### config.mk
export PLATFORM = sky130hd
export DESIGN_NAME = bcd_time_code_modulator_unit
export DESIGN_NICKNAME = d
export VERILOG_FILES = /design/src/hw/rtl/bctm_pkg.sv /design/src/hw/rtl/bctm_symbol_dec.sv /design/src/hw/rtl/bcd_time_code_modulator_unit.sv
export VERILOG_INCLUDE_DIRS = /design/src /design/src/hw/rtl
export SDC_FILE = /design/constraint.sdc
export NUM_CORES = 1
export LEC_CHECK = 0
export BUFFER_PORTS_ARGS = -buffer_cell sky130_fd_sc_hd__buf_2
export CORE_ASPECT_RATIO = 0.7
export CORE_MARGIN = 5
export CORE_UTILIZATION = 55
export DETAILED_ROUTE_END_ITERATION = 10
export PLACE_DENSITY = 0.89
export SYNTH_ARGS = -nofsm -noshare
export SYNTH_HDL_FRONTEND = slang
export SYNTH_HIERARCHICAL = 1
export SYNTH_SLANG_ARGS = --single-unit
export TNS_END_PERCENT = 100
### constraint.sdc
create_clock -name i_clk -period 7.3 [get_ports i_clk]
set_clock_uncertainty 0.1 [all_clocks]
set_input_delay 1.095 -clock i_clk [delete_from_list [all_inputs] [get_ports i_clk]]
set_output_delay 1.095 -clock i_clk [all_outputs]
set_load 0.05 [all_outputs]
### src/hw/rtl/bcd_time_code_modulator_unit_defines.svh
// assertion macros shared by the time code modulator rtl
`ifndef BCD_TIME_CODE_MODULATOR_UNIT_DEFINES_SVH
`define BCD_TIME_CODE_MODULATOR_UNIT_DEFINES_SVH

// same-cycle implication, checked outside reset
`define BCTM_ASSERT_SAME(label, clk, rst_n, ante, cons) \
    label: assert property (@(posedge clk) disable iff (!(rst_n)) (ante) |-> (cons)) \
        else $error("bctm assertion failed");

// next-cycle implication, checked outside reset
`define BCTM_ASSERT_NEXT(label, clk, rst_n, ante, cons) \
    label: assert property (@(posedge clk) disable iff (!(rst_n)) (ante) |=> (cons)) \
        else $error("bctm assertion failed");

`endif

### src/hw/rtl/bctm_pkg.sv
// shared types and constants of the bcd time code modulator
package bctm_pkg;

    localparam int unsigned SAMPLES_PER_MS = 2000;

    localparam int unsigned SEC_W    = 6;
    localparam int unsigned SAMPLE_W = 21;
    localparam int unsigned LEVEL_W  = 16;

    localparam int unsigned CFG_IDX_W  = 8;
    localparam int unsigned CFG_DATA_W = 9;

    localparam logic [CFG_IDX_W-1:0] CFG_MINUTE = CFG_IDX_W'(0);
    localparam logic [CFG_IDX_W-1:0] CFG_HOUR   = CFG_IDX_W'(1);
    localparam logic [CFG_IDX_W-1:0] CFG_DAY    = CFG_IDX_W'(2);
    localparam logic [CFG_IDX_W-1:0] CFG_YEAR   = CFG_IDX_W'(3);

    localparam logic [SEC_W-1:0] SECONDS_PER_FRAME = SEC_W'(60);

    localparam int unsigned GAP_SAMPLES = 30 * SAMPLES_PER_MS;
    localparam int unsigned END_ZERO    = GAP_SAMPLES + 200 * SAMPLES_PER_MS;
    localparam int unsigned END_ONE     = GAP_SAMPLES + 500 * SAMPLES_PER_MS;
    localparam int unsigned END_MARKER  = GAP_SAMPLES + 800 * SAMPLES_PER_MS;

    localparam int unsigned THR_W = $clog2(END_MARKER + 1);
    localparam int unsigned CMP_W = (THR_W > SAMPLE_W) ? THR_W : SAMPLE_W;

    localparam logic [LEVEL_W-1:0] LEVEL_HIGH = LEVEL_W'(11796);
    localparam logic [LEVEL_W-1:0] LEVEL_LOW  = LEVEL_W'(1966);

    typedef enum logic [1:0] {
        SYM_ZERO   = 2'd0,
        SYM_ONE    = 2'd1,
        SYM_MARKER = 2'd2
    } t_symbol;

    typedef struct packed {
        logic [3:0] mn_lo;
        logic [2:0] mn_hi;
        logic [3:0] hr_lo;
        logic [1:0] hr_hi;
        logic [3:0] dy_lo;
        logic [3:0] dy_mid;
        logic [2:0] dy_hi;
        logic [3:0] yr_lo;
        logic [3:0] yr_hi;
    } t_digits;

endpackage

### src/hw/rtl/bctm_symbol_dec.sv
// symbol decoder: second of the minute and bcd digits to frame symbol
module bctm_symbol_dec (
    input  logic [bctm_pkg::SEC_W-1:0] i_sec,
    input  bctm_pkg::t_digits          i_digits,
    output bctm_pkg::t_symbol          o_symbol
);

    logic [1:0] sel;
    logic       bit_val;

    always_comb begin
        sel     = '0;
        bit_val = 1'b0;
        o_symbol = bctm_pkg::SYM_ZERO;
        unique case (i_sec) inside
            6'd0, 6'd9, 6'd19, 6'd29, 6'd39, 6'd49, 6'd59: begin
                o_symbol = bctm_pkg::SYM_MARKER;
            end
            [6'd5:6'd8]: begin
                sel     = 2'(i_sec - 6'd5);
                bit_val = i_digits.mn_lo[sel];
            end
            [6'd10:6'd12]: begin
                sel     = 2'(i_sec - 6'd10);
                bit_val = i_digits.mn_hi[sel];
            end
            [6'd15:6'd18]: begin
                sel     = 2'(i_sec - 6'd15);
                bit_val = i_digits.hr_lo[sel];
            end
            [6'd20:6'd21]: begin
                sel     = 2'(i_sec - 6'd20);
                bit_val = i_digits.hr_hi[sel[0]];
            end
            [6'd25:6'd28]: begin
                sel     = 2'(i_sec - 6'd25);
                bit_val = i_digits.dy_lo[sel];
            end
            [6'd30:6'd33]: begin
                sel     = 2'(i_sec - 6'd30);
                bit_val = i_digits.dy_mid[sel];
            end
            [6'd35:6'd36]: begin
                sel     = 2'(i_sec - 6'd35);
                bit_val = i_digits.dy_hi[sel[0]];
            end
            [6'd45:6'd48]: begin
                sel     = 2'(i_sec - 6'd45);
                bit_val = i_digits.yr_lo[sel];
            end
            [6'd53:6'd54]: begin
                sel     = 2'(i_sec - 6'd53);
                bit_val = i_digits.yr_hi[sel];
            end
            [6'd56:6'd57]: begin
                sel     = 2'(i_sec - 6'd54);
                bit_val = i_digits.yr_hi[sel];
            end
            default: begin
                bit_val = 1'b0;
            end
        endcase
        if (bit_val) begin
            o_symbol = bctm_pkg::SYM_ONE;
        end
    end

endmodule

### src/hw/rtl/bcd_time_code_modulator_unit.sv
// bcd time code modulator top level: config registers and three-stage envelope pipeline
//
//  channel   direction  handshake                     word
//  s_axis    in         s_axis_tvalid/s_axis_tready   second index, sample index
//  m_axis    out        m_axis_tvalid/m_axis_tready   pulse flag, level; symbol in tuser
//  cfg       in         i_cfg_valid/o_cfg_ready       register index, data
//
//  one word per cycle while the output word is not waiting; an accepted word
//  moves through the stage 1 and stage 2 registers into the output register
//  stage 1: input capture and bcd split, stage 2: symbol decode and
//  threshold compares, stage 3: pulse select into the output register
//  the whole pipe holds while the output word waits; nothing is lost
//  synchronous reset clears valid bits and config registers to zero
//  config writes are always taken

`include "bcd_time_code_modulator_unit_defines.svh"

module bcd_time_code_modulator_unit (
    input  logic                                i_clk,
    input  logic                                i_rst_n,
    input  logic                                s_axis_tvalid,
    output logic                                s_axis_tready,
    input  logic [31:0]                         s_axis_tdata,  // second_index, sample_index
    output logic                                m_axis_tvalid,
    input  logic                                m_axis_tready,
    output logic [23:0]                         m_axis_tdata,  // pulse_high, envelope_level
    output logic [1:0]                          m_axis_tuser,  // symbol_kind
    input  logic                                i_cfg_valid,
    output logic                                o_cfg_ready,
    input  logic [bctm_pkg::CFG_IDX_W-1:0]      i_cfg_index,
    input  logic [bctm_pkg::CFG_DATA_W-1:0]     i_cfg_data
);

    function automatic logic [5:0] div10(input logic [8:0] x);
        logic [16:0] p;
        p = x * 17'd205;
        return p[16:11];
    endfunction

    logic [5:0] r_minute;
    logic [4:0] r_hour;
    logic [8:0] r_day;
    logic [6:0] r_year;

    // config
    assign o_cfg_ready = 1'b1;

    always_ff @(posedge i_clk) begin
        if (!i_rst_n) begin
            r_minute <= '0;
            r_hour   <= '0;
            r_day    <= '0;
            r_year   <= '0;
        end else if (i_cfg_valid) begin
            unique case (i_cfg_index)
                bctm_pkg::CFG_MINUTE: r_minute <= i_cfg_data[5:0];
                bctm_pkg::CFG_HOUR:   r_hour   <= i_cfg_data[4:0];
                bctm_pkg::CFG_DAY:    r_day    <= i_cfg_data[8:0];
                bctm_pkg::CFG_YEAR:   r_year   <= i_cfg_data[6:0];
                default: ;
            endcase
        end
    end

    // bcd split
    logic [5:0] q_min, q_hour, q_day, q_day2, q_year;
    logic [9:0] dy_mid_full;
    bctm_pkg::t_digits n_digits;

    always_comb begin
        q_min  = div10({3'd0, r_minute});
        q_hour = div10({4'd0, r_hour});
        q_day  = div10(r_day);
        q_day2 = div10({3'd0, q_day});
        q_year = div10({2'd0, r_year});
        dy_mid_full = 10'(q_day) - 10'(q_day2) * 10'd10;
        n_digits.mn_lo  = 4'(6'(r_minute) - 6'(q_min * 6'd10));
        n_digits.mn_hi  = q_min[2:0];
        n_digits.hr_lo  = 4'(6'(r_hour) - 6'(q_hour * 6'd10));
        n_digits.hr_hi  = q_hour[1:0];
        n_digits.dy_lo  = 4'(9'(r_day) - 9'(q_day * 9'd10));
        n_digits.dy_mid = dy_mid_full[3:0];
        n_digits.dy_hi  = q_day2[2:0];
        n_digits.yr_lo  = 4'(7'(r_year) - 7'(q_year * 7'd10));
        n_digits.yr_hi  = q_year[3:0];
    end

    // pipeline
    logic ce;
    logic r_v1, r_v2, r_v3;

    logic [bctm_pkg::SEC_W-1:0]    r_sec1;
    logic [bctm_pkg::SAMPLE_W-1:0] r_sample1;
    bctm_pkg::t_digits             r_digits1;

    bctm_pkg::t_symbol r_sym2;
    logic              r_sec_ok2;
    logic              r_ge_gap2;
    logic              r_lt_zero2, r_lt_one2, r_lt_mark2;

    bctm_pkg::t_symbol r_sym3;
    logic              r_high3;

    bctm_pkg::t_symbol           dec_symbol;
    logic [bctm_pkg::CMP_W-1:0]  samp_ext;
    logic                        n_high;

    assign ce            = !r_v3 || m_axis_tready;
    assign s_axis_tready = ce;

    always_ff @(posedge i_clk) begin
        if (!i_rst_n) begin
            r_v1 <= 1'b0;
            r_v2 <= 1'b0;
            r_v3 <= 1'b0;
        end else if (ce) begin
            r_v1 <= s_axis_tvalid;
            r_v2 <= r_v1;
            r_v3 <= r_v2;
        end
    end

    bctm_symbol_dec u_symbol_dec (
        .i_sec    (r_sec1),
        .i_digits (r_digits1),
        .o_symbol (dec_symbol)
    );

    assign samp_ext = bctm_pkg::CMP_W'(r_sample1);

    always_comb begin
        unique case (r_sym2)
            bctm_pkg::SYM_MARKER: n_high = r_ge_gap2 && r_lt_mark2;
            bctm_pkg::SYM_ONE:    n_high = r_ge_gap2 && r_lt_one2;
            default:              n_high = r_ge_gap2 && r_lt_zero2;
        endcase
        n_high = n_high && r_sec_ok2;
    end

    always_ff @(posedge i_clk) begin
        if (ce) begin
            r_sec1     <= s_axis_tdata[5:0];
            r_sample1  <= s_axis_tdata[26:6];
            r_digits1  <= n_digits;

            r_sym2     <= (r_sec1 < bctm_pkg::SECONDS_PER_FRAME) ? dec_symbol
                                                                 : bctm_pkg::SYM_ZERO;
            r_sec_ok2  <= r_sec1 < bctm_pkg::SECONDS_PER_FRAME;
            r_ge_gap2  <= samp_ext >= bctm_pkg::CMP_W'(bctm_pkg::GAP_SAMPLES);
            r_lt_zero2 <= samp_ext <  bctm_pkg::CMP_W'(bctm_pkg::END_ZERO);
            r_lt_one2  <= samp_ext <  bctm_pkg::CMP_W'(bctm_pkg::END_ONE);
            r_lt_mark2 <= samp_ext <  bctm_pkg::CMP_W'(bctm_pkg::END_MARKER);

            r_sym3     <= r_sym2;
            r_high3    <= n_high;
        end
    end

    assign m_axis_tvalid = r_v3;
    assign m_axis_tuser  = r_sym3;
    assign m_axis_tdata  = {7'd0,
                            (r_high3 ? bctm_pkg::LEVEL_HIGH : bctm_pkg::LEVEL_LOW),
                            r_high3};

    // checks
    `BCTM_ASSERT_SAME(a_stall_holds_input, i_clk, i_rst_n,
        (m_axis_tvalid && !m_axis_tready), !s_axis_tready)
    `BCTM_ASSERT_SAME(a_symbol_code, i_clk, i_rst_n,
        m_axis_tvalid, (m_axis_tuser != 2'd3))
    `BCTM_ASSERT_NEXT(a_bad_second_low, i_clk, i_rst_n,
        (ce && r_v2 && !r_sec_ok2), (r_v3 && !r_high3 && r_sym3 == bctm_pkg::SYM_ZERO))

endmodule

==> impl_metrics.ini, run 1 <==
[route]
viasPerCell = 5.37
wirelength_um = 16800
first_pass_iters = 5
wl_met3_um = 990
initialDrtViolationCount = 272
topRoutingLayerUsed = met4
wl_met1_um = 7900
post-route-drc-count = 0
antenna_left = 0
routedWlPerCell_um = 16.3
num_vias = 5541
wl_met2_um = 7670

[outcome]
violations = setup timing
status = complete, but fails checks

[power]
p_per_area_nw_per_um2 = 126
leakagePower_uw = 0.00490
total_power_uw = 1200
peakVddDrop_mv = 0.109

[clock_tree]
numClockSinks = 93
cts_buffers = 9
path_clk_slew_ps = 70
cts_root_buf = clkbuf_16
h-tree-depth = 3
clockBufferDepth = 2
clk_latency_ps = 350
hold_buffers = 0
cts_tree = yes

[worst_setup_path]
critical_path.slowest_cell = fa_1
cp_max_fo = 4
startpoint_type = register
worst-path-buf-inv = 6
worstPathRequired_ps = 7310
worstSetupEndpointType = register
cp_slowest_stage_delay_ps = 580
crit_family = adder cells
path_class = register to register
arrival_ps = 7390

[sta]
clock.fmax_mhz = 135
whs_ps = 372
layout_setup_ws_ps = -84.4
relSlewSlack = 0.485
finalSetupViolations = 1
hold_viol = 0
min_period_over_period = 1.01
rsz0062_at_grt = yes
worst_pin_slew_ps = 772
setup-tns-final_ps = -84.4
min_period_ps = 7380
maxSlewViolCount = 0

[placement]
gp_congestion = 0.863
place_ws_ps = -235
dp_hpwl_um = 12600
portBuffers = 56

[finish]
num-fill-cells = 1063
area_growth_pct = 16.5
drive_gt1_frac = 0.223
multi_input_area_um2 = 5390
final_nets = 1083
layout.area.seq_um2 = 2520

[synthesis]
syn_inst = 749
mappedNetlistArea_um2 = 8140
ys_warn_count = 6
syn-mean-instance-area_um2 = 10.9

[die]
core-area_um2 = 14600
die_h_um = 112
dieArea_um2 = 17400
io_pins = 83
row_count = 37
start_util = 0.557
die_w_um = 155

[global_route]
grt_pass1_wl_um = 26700
overflow = 0
antenna_found_initial = 1
grtUsageTotal = 0.188
grt_pass1_vias = 5650
grt_max_degree = 64

[flow_run]
maxCapViolations = 0

[worst_hold_path]
hold_path_class = register to register
==> per-layer routing <==
layer / vias up / GRT usage
li1: 2707 / -
met3: 24 / 0.0462
met2: 130 / 0.294
met1: 2680 / 0.265
met5: - / 0
met4: 0 / 0.0431
==> timing repair <==
| item | CTS | global route |
|---|---|---|
| gates resized for setup | 12 | 52 |
| buffers inserted | 1 | 8 |
| pin swaps | 10 | 40 |
| hold endpoints to repair | 0 | 0 |
| endpoints found under the setup margin | 1 | 2 |
==> path summary, 6_finish.rpt <==
path | from | slack (ps) | cells after the start | endpoint
worst max register to register | r_day[3] | -80 | 32 | r_digits1[14]
worst min register to register | r_v2 | 370 | 2 | m_axis_tvalid
worst min-delay path | r_v2 | 370 | 2 | m_axis_tvalid
worst max-delay path | r_day[3] | -80 | 32 | r_digits1[14]
==> power by group <==
group	total, uW	switching [uW]	internal [uW]
clock network	466	226	240
registers	594	16.6	577
logic	140	99.4	40.6
==> layout make-up <==
class                      count  share of cell area
timing repair buffer          92              0.0588
sequential                    93               0.265
antenna                        2            0.000528
inverter                     126              0.0499
clock inverter                 7             0.00739
tap                          195              0.0257
multi-input combinational    508               0.569
clock buffer                   9              0.0237
==> state kept, by name (all words and copies together) (netlist names), 2 cells and up <==
register	flops
r_minute	6
r_hour	5
r_day	9
r_sec1	6
r_digits1	31
r_sym2	2
r_year	7
m_axis_tuser	2
r_sample1	16
==> layout by cell type, fill, tap and decap left out, types with 11 or more instances in the layout <==
master,count
ha_1,137
nand2_1,32
o21ai_0,11
nor2_1,11
a21oi_1,16
dfxtp_1,22
buf_2,56
conb_1,16
inv_1,118
xnor2_1,23
edfxtp_1,63
mux2i_1,27
ha_4,20
a21boi_0,11
buf_4,34
fa_1,38
nor2b_1,31
==> worst min-delay path, stage by stage, from the launching register on <==
cell and delay, ps:
dfxtp_1 320, inv_1 50, a21boi_0 60
==> metrics by stage <==
stage	std cells	instance area [um^2]	util
after CTS	1022	9090	0.622
after global placement	1005	8730	0.597
final	1032	9490	0.648
after global routing	1030	9480	0.648
after detailed placement	1005	8730	0.597
after floorplan	763	8240	-
Power figures use the tool's default switching activity.
==> inputs of run 2 (changes only) <==
--- a/config.mk
+++ b/config.mk
@@ -9,9 +9,9 @@
 export BUFFER_PORTS_ARGS = -buffer_cell sky130_fd_sc_hd__buf_2
 export CORE_ASPECT_RATIO = 0.7
 export CORE_MARGIN = 5
-export CORE_UTILIZATION = 55
+export CORE_UTILIZATION = 65
 export DETAILED_ROUTE_END_ITERATION = 10
-export PLACE_DENSITY = 0.89
+export PLACE_DENSITY = 0.95
 export SYNTH_ARGS = -nofsm -noshare
 export SYNTH_HDL_FRONTEND = slang
 export SYNTH_HIERARCHICAL = 1
==> constraint.sdc (replaced) <==
create_clock -name i_clk -period 9.5 [get_ports i_clk]
set_clock_uncertainty 0.1 [all_clocks]
set_input_delay 1.425 -clock i_clk [delete_from_list [all_inputs] [get_ports i_clk]]
set_output_delay 1.425 -clock i_clk [all_outputs]
set_load 0.05 [all_outputs]
==> run 2 against run 1 <==
Net effect: the flow now finishes without violations; global-route usage increased by 4.4 points; critical path depth decreased by 3; combinational power decreased by 23%; sequential power decreased by 23%; sequential share of layout area increased by 2.0 points; clock power decreased by 23%; utilization increased by 6.0 points; final area decreased by 7.8%; routed wire length increased by 0.60%; flip-flop and latch count unchanged; critical endpoint unchanged; largest cell class unchanged.
==> impl_metrics.ini, run 2 (synthesized netlist as in run 1, its figures left out) <==
[outcome]
status = completed

[sta]
worst_pin_slew_ps = 762
hold_viol = 0
relSlewSlack = 0.492
finalSetupViolations = 0
min_period_ps = 8190
clock.fmax_mhz = 122
maxSlewViolCount = 0
whs_ps = 382
rsz0062_at_grt = no
min_period_over_period = 0.862
setup-tns-final_ps = 0

[route]
viasPerCell = 5.78
num_vias = 5556
wirelength_um = 16900
routedWlPerCell_um = 17.6
initialDrtViolationCount = 326
first_pass_iters = 5
post-route-drc-count = 0
antenna_left = 0

[worst_setup_path]
startpoint_type = register
arrival_ps = 8190
crit_top_cell = fa_1
path_class = register to register
timing.rr.start = r_day[7]
worstPathRequired_ps = 9500
cp_slowest_stage_delay_ps = 550
worstSetupEndpointType = register
cp_max_fo = 7
rrSetupSlack_ps = 1310
setup.worst_path.start = r_day[7]
critical_path.slowest_cell = fa_1

[power]
power_frac_clock = 0.388
combinationalPowerShare = 0.117
switching_power_uw = 263
leakagePower_uw = 0.00473
peakVddDrop_mv = 0.172
switching_share = 0.285
p_per_area_nw_per_um2 = 106
p_int_uw = 662
pwr-share-seq = 0.496

[clock_tree]
clockBufferDepth = 2
numClockSinks = 93
h-tree-depth = 3
hold_buffers = 0
cts_root_buf = clkbuf_16
clk_latency_ps = 350
ctsResizeCount = 0
cts_tree = yes
cts_buffers = 9
cts_setup_buffers = 0
path_clk_slew_ps = 70

[global_route]
grtUsageTotal = 0.232
antenna_found_initial = 0
grt_pass1_vias = 5739
grtUsageMet3 = 0.0470
grt-busiest-layer = met2
grt_pass1_wl_um = 27700
met2_usage = 0.371
overflow = 0
use_met1 = 0.322
grt_max_degree = 64

[placement]
placed_area_um2 = 8450
portBuffers = 56
dp_hpwl_um = 13100
gp_congestion = 0.901

[die]
io_pins = 83
row_count = 34
die_w_um = 144
core-area_um2 = 12300
start_util = 0.660
die_h_um = 104
dieArea_um2 = 14900

[finish]
n_antenna_cell = 0
num-fill-cells = 825
top_register = r_digits1
drive_gt1_frac = 0.114
final_area_um2 = 8750
area_growth_pct = 7.39
layout.cells.most_common = ha_1
layout_common_cells = 159 x ha_1, 125 x inv_1, 63 x edfxtp_1, 56 x buf_2, 40 x fa_1
final_nets = 1048
largest_reg_flops = 31
largest_registers = r_digits1 x31, r_sample1 x16, r_day x9

[worst_hold_path]
hold_path_class = register to register
hold_path_startpoint = r_v2

[flow_run]
maxCapViolations = 0
[run 2: changes by cell type in the layout (fill, tap and decap cells not counted), moves of 4 or more]
cell / before / now
xnor2_1: 23 / 28
dfxtp_1: 22 / 30
a21oi_2: 4 / 0
dfxtp_4: 6 / 0
inv_2: 8 / 1
buf_4: 34 / 1
xnor2_2: 5 / 0
ha_4: 20 / 0
inv_1: 118 / 125
ha_1: 137 / 159
a21oi_1: 16 / 21
[run 2: final timing paths]
kind,depth (start not counted),endpoint
hold reg to reg,2,m_axis_tvalid
hold / removal,2,m_axis_tvalid
setup reg to reg,29,r_digits1[14]
setup / recovery,29,r_digits1[14]
[run 2: area by class of cell]
cell class,count,area [um^2],share of cell area
multi-input cells,508,4990,0.571
clock buffers,9,225,0.0258
inverters,126,473,0.0541
repair buffers,57,288,0.0329
well taps,162,203,0.0232
flip-flops and latches,93,2490,0.285
clock inverters,7,72.6,0.00830
[run 2: metrics by stage]
stage	total power [uW]	setup slack (ps)	cells	utilization
3_3_place_gp	571	1670	946	0.685
6_report	925	1310	962	0.709
3_5_place_dp	574	1330	946	0.685
2_1_floorplan	561	1990	763	-
5_1_grt	958	903	962	0.709
4_1_cts	932	1320	962	0.709
[run 2: power groups by stage]
stage / Sequential [uW] / Combinational [uW] / Clock (uW)
floorplan: 465 / 95.6 / 0
global placement: 467 / 105 / 0
detailed placement: 467 / 107 / 0
CTS: 459 / 108 / 365
global route: 460 / 115 / 383
finish: 459 / 108 / 359
[run 2: critical path, delay by kind of cell, from the launching register on]
| kind | cells | cell delay, ps |
|---|---|---|
| and+or+nand+nor | 4 | 900 |
| adders and majority gates | 9 | 3830 |
| buffers and inverters | 3 | 140 |
| xor gates and xnor gates | 5 | 870 |
| AOI/OAI and AO/OA | 8 | 1620 |
| DFF | 1 | 470 |
[run 2: layer usage]
metal	up-vias	part of all wire
met4	0	0.021
li1	2624	-
met2	196	0.47
met3	32	0.064
met1	2704	0.44
met5	-	0
==> inputs of run 3 (changes only) <==
--- a/config.mk
+++ b/config.mk
@@ -14,6 +14,5 @@
 export PLACE_DENSITY = 0.95
 export SYNTH_ARGS = -nofsm -noshare
 export SYNTH_HDL_FRONTEND = slang
-export SYNTH_HIERARCHICAL = 1
 export SYNTH_SLANG_ARGS = --single-unit
 export TNS_END_PERCENT = 100
==> run 3 against run 2 <==
Net effect: combinational power is essentially flat; flip-flop and latch count stayed put; global-route usage fell by 0.70 points; first-iteration DRC count decreased by 17%; critical endpoint unchanged; sequential power barely moved; clock power is essentially flat; worst setup slack better by 280 ps; highest routed layer unchanged; hold slack improved by 15 ps; critical path type unchanged; count of clock-buffer cells in the layout did not move; largest power group unchanged; register-to-register slack better by 280 ps; cell count is 1.4% lower; critical path depth shrank 3.
==> impl_metrics.ini, run 3 <==
[worst_setup_path]
worstPathRequired_ps = 9500
arrival_ps = 7910
worstSetupEndpointType = register
path_class = register to register
timing.rr.start = r_day[2]
startpoint_type = register
setup.worst_path.start = r_day[2]
cp_max_fo = 5

[route]
num_vias = 5363
viasPerCell = 5.65
routedWlPerCell_um = 16.5
initialDrtViolationCount = 269
wirelength_um = 15700
first_pass_iters = 5
antenna_left = 0
post-route-drc-count = 0

[finish]
layout.area.seq_um2 = 2490
multi_input_area_um2 = 4990
drive_gt1_frac = 0.122
largest_reg_flops = 31
top_register = r_digits1
layout_common_cells = 156 x ha_1, 113 x inv_1, 63 x edfxtp_1, 56 x buf_2, 41 x fa_1
final_area_um2 = 8690
largest_registers = r_digits1 x31, r_sample1 x16, r_day x9
layout.cells.most_common = ha_1
n_antenna_cell = 0
num-fill-cells = 822
area_growth_pct = 7.54
final_nets = 1033

[placement]
dp_hpwl_um = 12600
gp_congestion = 0.934
place_ws_ps = 1710
portBuffers = 56
placed_area_um2 = 8400

[power]
p_per_area_nw_per_um2 = 107
leakagePower_uw = 0.00472
total_power_uw = 927
peakVddDrop_mv = 0.162

[flow_run]
maxCapViolations = 0

[synthesis]
netlist_top_cells_count = 156 x ha_1, 113 x inv_1, 63 x edfxtp_1
synth_most_common_cell = ha_1
yosys_most_used_dff = edfxtp_1
synth_area_leaders = ha_1 24%, edfxtp_1 23%, fa_1 10%
ys_warn_count = 0
async_reset_ff_frac = 0
synth_top_area_frac = 0.241
mappedNetlistArea_um2 = 8080
syn-mean-instance-area_um2 = 11.0
ys_seq_area_frac = 0.308
synth_edf_count = 63
ys_seq_elements = 93
syn_inst = 735
synth.distinct_cells = 63
synth_top_area_cell = ha_1

[die]
die_h_um = 103
io_pins = 83
row_count = 34
core-area_um2 = 12300
die_w_um = 143
dieArea_um2 = 14800
start_util = 0.658

[sta]
whs_ps = 397
setup-tns-final_ps = 0
clock.fmax_mhz = 126
maxSlewViolCount = 0
rsz0062_at_grt = no
layout_setup_ws_ps = 1590
min_period_ps = 7910
min_period_over_period = 0.833
finalSetupViolations = 0
worst_pin_slew_ps = 818
relSlewSlack = 0.455
hold_viol = 0

[worst_hold_path]
hold_path_class = register to register
hold_path_startpoint = r_v2

[clock_tree]
numClockSinks = 93
cts_root_buf = clkbuf_16
hold_buffers = 0
path_clk_slew_ps = 80
ctsResizeCount = 0
cts_setup_buffers = 0
clk_latency_ps = 350
h-tree-depth = 3
cts_buffers = 9
clockBufferDepth = 2
cts_tree = yes

[global_route]
antenna_found_initial = 0
overflow = 0
grt_max_degree = 68
grtUsageTotal = 0.225
grt-busiest-layer = met2
grt_pass1_vias = 5537
grt_pass1_wl_um = 26200
met2_usage = 0.389
grtUsageMet3 = 0.0533
use_met1 = 0.289

[outcome]
status = completed
## run 3: changes by cell type in the layout (fill, tap and decap cells not counted), sizes merged, moves of 4 or more
cell,before,now
a21oi,21,25
inv,131,119
nand2,32,38
nand3,9,13
o21ai,13,19
xnor2,28,24
## run 3: path summary, 6_finish.rpt
path,slack [ps],to,depth (start not counted)
max,1590,r_digits1[14],26
min,400,m_axis_tvalid,2
max reg2reg,1590,r_digits1[14],26
min reg2reg,400,m_axis_tvalid,2
## run 3: logic make-up after synthesis
kind of cell             share of synthesized area
adder cells (fa/ha/maj)                      0.343
buffers and inverters                       0.0814
AND/OR/NAND/NOR                             0.0895
AO/OA/AOI/OAI                               0.0772
flip-flops                                   0.308
XOR/XNOR                                    0.0472
multiplexers                                0.0525
other                                     0.000929
## run 3: final cells by class
cell class	instances	area share
timing repair buffer	57	0.0331
sequential	93	0.287
multi-input combinational	508	0.574
tap	162	0.0233
clock inverter	7	0.00777
inverter	113	0.0488
clock buffer	9	0.0259
## run 3: critical path, stage by stage, from the launching register on
cell and delay [ps]:
dfxtp_1 490, ha_1 330, fa_1 520, fa_1 530, fa_1 510, ha_1 320
o211ai_1 230, a21boi_1 110, o221ai_2 260, o21ai_2 140, a21oi_1 190, xor2_1 270
ha_1 280, ha_1 270, inv_1 50, fa_1 500, inv_1 50, ha_1 290
a41o_1 250, a211oi_1 220, o21ai_0 170, a31oi_1 360, xnor2_1 200, fa_1 470
xnor2_1 180, xnor3_1 250, xnor2_1 130
## run 3: per-stage QoR
stage,std cells,util
finish,949,0.707
global route,949,0.707
CTS,949,0.707
detailed placement,933,0.683
global placement,933,0.683
floorplan,749,-
## run 3: routing by layer
metal	share of wire	up-vias
met4	0.015	0
met5	0	-
li1	-	2606
met3	0.065	30
met1	0.44	2558
met2	0.48	169
## run 3: where the power goes
part,internal (uW),switching [uW]
Combinational,30.2,78.8
Clock,186,174
Sequential,445,12.7
Total,661,265
